## config.mk

```make
export PLATFORM = sky130hd
export DESIGN_NAME = time_of_day_tick_clock
export DESIGN_NICKNAME = d
export VERILOG_FILES = /design/src/design/tod_pkg.sv /design/src/design/tod_set_decode.sv /design/src/design/tod_state.sv /design/src/design/time_of_day_tick_clock.sv
export SDC_FILE = /design/constraint.sdc
export NUM_CORES = 1
export LEC_CHECK = 0
export BUFFER_PORTS_ARGS = -buffer_cell sky130_fd_sc_hd__buf_2
export CAP_MARGIN = 20
export CORE_MARGIN = 3
export CORE_UTILIZATION = 63
export CTS_CLUSTER_DIAMETER = 150
export CTS_CLUSTER_SIZE = 8
export DETAILED_ROUTE_END_ITERATION = 6
export PLACE_DENSITY = 0.95
export RECOVER_POWER = 25
export SYNTH_ARGS = -nofsm -noshare
export SYNTH_HDL_FRONTEND = slang
export SYNTH_SLANG_ARGS = --single-unit
```

## constraint.sdc

```tcl
create_clock -name clk -period 12.75 [get_ports clk]
set_input_delay 1.275 -clock clk [delete_from_list [all_inputs] [get_ports clk]]
set_output_delay 1.275 -clock clk [all_outputs]
set_load 0.02 [all_outputs]
```

## src/design/tod_pkg.sv

```systemverilog
`default_nettype none

package tod_pkg;

	// item codes
	typedef enum logic [2:0] {
		FUNC_TICK  = 3'd0,
		FUNC_SET   = 3'd1,
		FUNC_READ  = 3'd2,
		FUNC_STOP  = 3'd3,
		FUNC_START = 3'd4
	} func_t;

	localparam logic STATUS_OK     = 1'b0;
	localparam logic STATUS_REJECT = 1'b1;

	// tick count held as hours, minutes, five-second units and ticks within them
	// (91 ticks make five seconds)
	typedef struct packed {
		logic [4:0] hour;
		logic [5:0] minute;
		logic [3:0] fives;
		logic [6:0] phase;
	} tod_time_t;

	// one-cycle commands into the time register
	typedef struct packed {
		logic tick;
		logic load;
		logic stop;
		logic start;
	} tod_ctrl_t;

	localparam logic [4:0] HOUR_MAX   = 5'd23;
	localparam logic [5:0] MINUTE_MAX = 6'd59;
	localparam logic [5:0] SECOND_MAX = 6'd59;
	localparam logic [3:0] FIVES_MAX  = 4'd11;
	localparam logic [6:0] PHASE_MAX  = 7'd90;

	// the count 1572462 in split form: the tick after it goes to midnight
	localparam tod_time_t WRAP_TIME = '{hour: 5'd23, minute: 6'd59, fives: 4'd11, phase: 7'd73};

	// whole seconds past the minute: 5 per five-second unit plus floor(phase*5/91)
	function automatic logic [5:0] seconds_of(input tod_time_t t);
		logic [2:0] frac;
		frac = 3'(t.phase >= 7'd19) + 3'(t.phase >= 7'd37)
			+ 3'(t.phase >= 7'd55) + 3'(t.phase >= 7'd73);
		return {t.fives, 2'b00} + {2'b00, t.fives} + {3'b000, frac};
	endfunction

endpackage

`default_nettype wire

```

## src/design/tod_set_decode.sv

```systemverilog
`default_nettype none

module tod_set_decode (
	input  wire logic [4:0]         hours,
	input  wire logic [5:0]         minutes,
	input  wire logic [5:0]         seconds,
	output tod_pkg::tod_time_t      load_time,
	output logic                    in_range
);

	logic [9:0] sec_x13;
	logic [3:0] fives;
	logic [5:0] rem_full;
	logic [2:0] rem;

	// seconds / 5 as (s*13) >> 6, exact for 0..59
	assign sec_x13  = {4'b0000, seconds} * 10'd13;
	assign fives    = sec_x13[9:6];
	assign rem_full = seconds - {fives, 2'b00} - {2'b00, fives};
	assign rem      = rem_full[2:0];

	assign in_range = (hours <= tod_pkg::HOUR_MAX) && (minutes <= tod_pkg::MINUTE_MAX)
		&& (seconds <= tod_pkg::SECOND_MAX);

	always_comb begin
		load_time.hour   = hours;
		load_time.minute = minutes;
		load_time.fives  = fives;
		// floor(rem*91/5)
		unique case (rem)
			3'd0: load_time.phase = 7'd0;
			3'd1: load_time.phase = 7'd18;
			3'd2: load_time.phase = 7'd36;
			3'd3: load_time.phase = 7'd54;
			3'd4: load_time.phase = 7'd72;
			default: load_time.phase = 7'd0;
		endcase
	end

endmodule

`default_nettype wire

```

## src/design/tod_state.sv

```systemverilog
`default_nettype none

module tod_state (
	input  wire logic               clk,
	input  wire logic               arst_n,
	input  wire tod_pkg::tod_ctrl_t ctrl,
	input  wire tod_pkg::tod_time_t load_time,
	output tod_pkg::tod_time_t      time_q,
	output logic                    running_q
);

	tod_pkg::tod_time_t next_tick;

	// ripple the split count up by one tick
	always_comb begin
		next_tick = time_q;
		if (time_q == tod_pkg::WRAP_TIME) begin
			next_tick = '0;
		end else if (time_q.phase != tod_pkg::PHASE_MAX) begin
			next_tick.phase = time_q.phase + 7'd1;
		end else begin
			next_tick.phase = '0;
			if (time_q.fives != tod_pkg::FIVES_MAX) begin
				next_tick.fives = time_q.fives + 4'd1;
			end else begin
				next_tick.fives = '0;
				if (time_q.minute != tod_pkg::MINUTE_MAX) begin
					next_tick.minute = time_q.minute + 6'd1;
				end else begin
					next_tick.minute = '0;
					next_tick.hour   = time_q.hour + 5'd1;
				end
			end
		end
	end

	always_ff @(posedge clk or negedge arst_n) begin
		if (!arst_n) begin
			time_q    <= '0;
			running_q <= 1'b1;
		end else begin
			if (ctrl.load) begin
				time_q <= load_time;
			end else if (ctrl.tick) begin
				time_q <= next_tick;
			end
			if (ctrl.stop) begin
				running_q <= 1'b0;
			end else if (ctrl.start) begin
				running_q <= 1'b1;
			end
		end
	end

endmodule

`default_nettype wire

```

## src/design/time_of_day_tick_clock.sv

```systemverilog
// time-of-day clock counting 18.2 hz timer ticks since midnight
//
// input channel: in_valid / in_stall carry one word of func and the set fields
// output channel: out_valid / out_stall carry one result word per input word
//   (status, out_hours, out_minutes, out_seconds)
// a word is taken at a rising edge with valid high and stall low
//
// a word accepted into the input register stage is processed there, and its
// result is registered in the output register once that register is free
// throughput: one word per cycle while the receiver does not stall, set by the
// single input register to result register pass
//
// reset: count is midnight, ticking enabled, both stages empty
// when the receiver stalls, the result holds; one more word may sit in the
// input stage, after which in_stall rises until the result is taken
`default_nettype none

module time_of_day_tick_clock (
	input  wire logic       clk,
	input  wire logic       arst_n,
	input  wire logic       in_valid,
	output logic            in_stall,
	input  wire logic [2:0] func,
	input  wire logic [4:0] set_hours,
	input  wire logic [5:0] set_minutes,
	input  wire logic [5:0] set_seconds,
	output logic            out_valid,
	input  wire logic       out_stall,
	output logic            status,
	output logic [4:0]      out_hours,
	output logic [5:0]      out_minutes,
	output logic [5:0]      out_seconds
);

	// input stage
	logic       valid_s1;
	logic [2:0] func_s1;
	logic [4:0] hours_s1;
	logic [5:0] minutes_s1;
	logic [5:0] seconds_s1;

	// output stage
	logic       out_valid_q;
	logic       status_q;
	logic [4:0] hours_q;
	logic [5:0] minutes_q;
	logic [5:0] seconds_q;

	logic advance;
	logic fire;
	logic in_take;

	tod_pkg::tod_ctrl_t ctrl;
	tod_pkg::tod_time_t load_time;
	tod_pkg::tod_time_t time_q;
	logic               running_q;
	logic               set_ok;

	logic       res_status;
	logic [4:0] res_hours;
	logic [5:0] res_minutes;
	logic [5:0] res_seconds;

	// output register frees up when empty or being taken
	assign advance  = !out_valid_q || !out_stall;
	assign fire     = valid_s1 && advance;
	assign in_stall = valid_s1 && !advance;
	assign in_take  = in_valid && !in_stall;

	always_ff @(posedge clk or negedge arst_n) begin
		if (!arst_n) begin
			valid_s1 <= 1'b0;
		end else if (in_take) begin
			valid_s1 <= 1'b1;
		end else if (fire) begin
			valid_s1 <= 1'b0;
		end
	end

	always_ff @(posedge clk) begin
		if (in_take) begin
			func_s1    <= func;
			hours_s1   <= set_hours;
			minutes_s1 <= set_minutes;
			seconds_s1 <= set_seconds;
		end
	end

	tod_set_decode u_set_decode (
		.hours     (hours_s1),
		.minutes   (minutes_s1),
		.seconds   (seconds_s1),
		.load_time (load_time),
		.in_range  (set_ok)
	);

	// decode the word in the input stage into commands and a result
	always_comb begin
		ctrl        = '0;
		res_status  = tod_pkg::STATUS_OK;
		res_hours   = '0;
		res_minutes = '0;
		res_seconds = '0;
		unique case (tod_pkg::func_t'(func_s1))
			tod_pkg::FUNC_TICK: begin
				ctrl.tick = fire && running_q;
			end
			tod_pkg::FUNC_SET: begin
				// a set loads even while stopped
				if (set_ok) begin
					ctrl.load = fire;
				end else begin
					res_status = tod_pkg::STATUS_REJECT;
				end
			end
			tod_pkg::FUNC_READ: begin
				res_hours   = time_q.hour;
				res_minutes = time_q.minute;
				res_seconds = tod_pkg::seconds_of(time_q);
			end
			tod_pkg::FUNC_STOP: begin
				ctrl.stop = fire;
			end
			tod_pkg::FUNC_START: begin
				ctrl.start = fire;
			end
			default: begin
				// unused codes give an all-zero result
			end
		endcase
	end

	tod_state u_state (
		.clk       (clk),
		.arst_n    (arst_n),
		.ctrl      (ctrl),
		.load_time (load_time),
		.time_q    (time_q),
		.running_q (running_q)
	);

	always_ff @(posedge clk or negedge arst_n) begin
		if (!arst_n) begin
			out_valid_q <= 1'b0;
		end else if (advance) begin
			out_valid_q <= valid_s1;
		end
	end

	always_ff @(posedge clk) begin
		if (fire) begin
			status_q  <= res_status;
			hours_q   <= res_hours;
			minutes_q <= res_minutes;
			seconds_q <= res_seconds;
		end
	end

	assign out_valid   = out_valid_q;
	assign status      = status_q;
	assign out_hours   = hours_q;
	assign out_minutes = minutes_q;
	assign out_seconds = seconds_q;

	// input only backs up behind a stalled result
	a_in_stall_cause: assert property (@(posedge clk) disable iff (!arst_n)
		in_stall |-> (out_valid && out_stall))
		else $error("in_stall without a stalled result");

	// a rejected set carries no time
	a_reject_zero: assert property (@(posedge clk) disable iff (!arst_n)
		(out_valid && status) |-> (out_hours == 5'd0 && out_minutes == 6'd0
			&& out_seconds == 6'd0))
		else $error("rejected set with nonzero time fields");

	// split count stays within its digit ranges
	a_time_range: assert property (@(posedge clk) disable iff (!arst_n)
		valid_s1 |-> (time_q.hour <= tod_pkg::HOUR_MAX && time_q.minute <= tod_pkg::MINUTE_MAX
			&& time_q.fives <= tod_pkg::FIVES_MAX && time_q.phase <= tod_pkg::PHASE_MAX))
		else $error("time register out of range");

	// a processed word always lands in the output register
	a_fire_lands: assert property (@(posedge clk) disable iff (!arst_n)
		fire |=> out_valid)
		else $error("processed word lost");

endmodule

`default_nettype wire

```

==> impl_metrics.toml <==
[critical_path]
endpoint_kind = "register"
worstPathRequired_ns = 12.98
cp.arrival_ns = 5.20
crit_type = "register to register"
worst-r2r-setup-slack_ns = 7.78
crit_fanout = 6
startpoint_type = "register"

[clocking]
cts_resized = 0
cts_setup_buffers = 0
postCtsHoldBufs = 0
clock_sinks = 63
clkLatencyLatePin_ns = 0.35
cts_buffers = 9
cts_tree = "built"
cts_buffer_depth = 2
cts.reportedPaths.clkPinSlew_ns = 0.07
ctsHtreeMaxLevel = 3
cts_root_buffer = "clkbuf_8"

[finish]
drive_gt1_share_pct = 18.9
diodes = 0
fin_nets = 435
design_area_um2 = 4170
syn_to_final_growth_pct = 11.9

[sta]
worst_hold_slack_ns = 0.499
setup_violations = 0
timing.final.hold_violations = 0
setup_slack_ns = 7.78
period_minus_slack_ns = 4.97
finalSetupTns_ns = 0
slew_headroom_pct = -3.08
slew_violations = 26
rsz0062_at_grt = "no"
tightest_slew_ns = 1.55
period_share_pct = 39.0
fmax_ghz = 0.201
finClkSkew_ns = 0.00722

[routing]
avgViaCountPerCell = 6.43
initialDrtViolationCount = 233
vias = 2905
ant_nets = 0
wl_per_cell_um = 18.4
dr.pass1.iters = 5
drcViolationCount = 0
wl_mm = 8.34

[run]
drv_cap = 1

[synthesis]
synth.area.top_cells = "edfxtp_1 (31%), dfrtp_1 (16%), ha_1 (10%)"
avgSynthCellArea_um2 = 11.3
synthAdderAreaFrac_pct = 13.1
netlist_instances = 330
synthMuxAreaShare_pct = 0.268
synth_warnings = 0
synth_top_family_by_area = "compound AO/OA/AOI/OAI gates"
synth_cell_types = 65
ys.flop_type = "edfxtp_1"
synth_compound_area_share_pct = 15.9
synth_seq_cells = 63
yosys.area.top_type = "edfxtp_1"
synth_common_cells = "edfxtp_1 (38), ha_1 (31), inv_1 (25), dfrtp_1 (24), nor2_1 (19)"
synth.top_cell.area_share_pct = 30.6
synth_most_common_cell = "edfxtp_1"
syn_area_um2 = 3730
seq_area_frac_synth_pct = 47.4
ys_async_sr_fraction_pct = 39.7
synth_simple_gate_area_share_pct = 15.7
synthXorXnorAreaFrac_pct = 3.79
synth_nets = 390
synth_edf_count = 38

[grt]
grt_pass1_wl_mm = 13.8
overflow = 0
grt_max_degree = 26
grt_pass1_vias = 2993
antenna_found_initial = 0
grtUsageTotal_pct = 25.1

[power_and_ir_drop]
power.total_mw = 0.629
ir_drop_mv = 0.105
leakage_nw = 1.88
power_density_nw_per_um2 = 151

[floorplan]
io_pins = 44
num_rows = 27
fp.coreArea_um2 = 5610
start_util_pct = 66.5
die_x_um = 82.9
die_y_um = 82.9
dieArea_um2 = 6880

[placement]
hpwlAfterDp_mm = 5.94
place_congestion = 0.939
pre_cts_slack_ns = 7.81
port_buffers = 43
placed_area_um2 = 3990

[run_status]
status = "finished with violations"
violations = "max-capacitance violations, max-slew violations"

[worst_hold_path]
hold_path.class = "register to register"
==> flip-flops by register name (all words and copies together) (netlist names) <==
name / cells
valid_s1: 1
u_state.running_q: 1
u_state.time_q: 22
minutes_s1: 6
out_valid: 1
func_s1: 3
status: 1
out_hours: 5
seconds_s1: 6
out_seconds: 6
hours_s1: 5
out_minutes: 6
==> per-layer routing <==
metal / global-route usage [%] / share of wire, % / wire [µm]
met5: 0 / 0 / 0
met4: 13.1 / 3.2 / 269
met3: 5.16 / 6.6 / 550
met2: 42.6 / 50 / 4210
met1: 30.0 / 40 / 3310
==> worst max-delay path: stages (launching register included) <==
cell	delay, ns
edfxtp_1	0.51
ha_1	0.38
xor2_1	0.19
ha_1	0.19
a21o_1	0.15
ha_1	0.32
a21o_1	0.22
a31o_2	0.25
xor2_1	0.21
ha_1	0.29
ha_1	0.18
or2_2	0.30
fa_1	0.38
xor2_1	0.16
xnor3_1	0.21
xnor3_1	0.26
or4_1	0.55
o311ai_1	0.11
==> logic make-up after synthesis <==
family          Yosys count
simple gates            102
fa+ha+maj                36
mux                       1
buf+inv                  34
flops                    63
xor+xnor                 13
compound gates           81
==> power breakdown <==
group	internal, mW	switching [mW]
Combinational	0.0824	0.104
Clock	0.0895	0.0783
Sequential	0.241	0.0340
Total	0.413	0.216
==> metrics by stage <==
step | utilization (%) | cells
final | 74.4 | 452
after global routing | 74.4 | 452
after CTS | 74.5 | 452
after detailed placement | 71.1 | 436
after global placement | 71.1 | 436
after floorplan | - | 330
==> worst paths after layout <==
| check | startpoint | to | cells past startpoint |
|---|---|---|---|
| setup / recovery | seconds_s1[1] | u_state.time_q[3] | 17 |
| hold / removal | valid_s1 | out_valid | 1 |
| setup reg to reg | seconds_s1[1] | u_state.time_q[3] | 17 |
| hold reg to reg | valid_s1 | out_valid | 1 |
| max in group asynchronous | arst_n | u_state.time_q[11] | 1 |
| min in group asynchronous | arst_n | u_state.time_q[7] | 1 |
==> area by class of cell <==
class | count | area, µm²
well taps | 72 | 90.1
clock inverters | 6 | 61.3
flip-flops and latches | 63 | 1770
multi-input cells | 233 | 1820
repair buffers | 43 | 213
inverters | 25 | 93.8
clock buffers | 10 | 128
fillers | 391 | 1440
==> cells in the final DEF, fill, tap and decap left out, types with 6 or more instances in the layout <==
cell type	n
ha_1	31
nand2_1	16
nor3_1	6
and3_1	13
clkbuf_8	9
nand3_1	11
edfxtp_1	38
a21oi_1	12
dfrtp_1	24
o21ai_0	15
inv_1	25
nor2_1	19
xor2_1	8
buf_2	41
No activity file was read; power rests on OpenSTA's default activity.
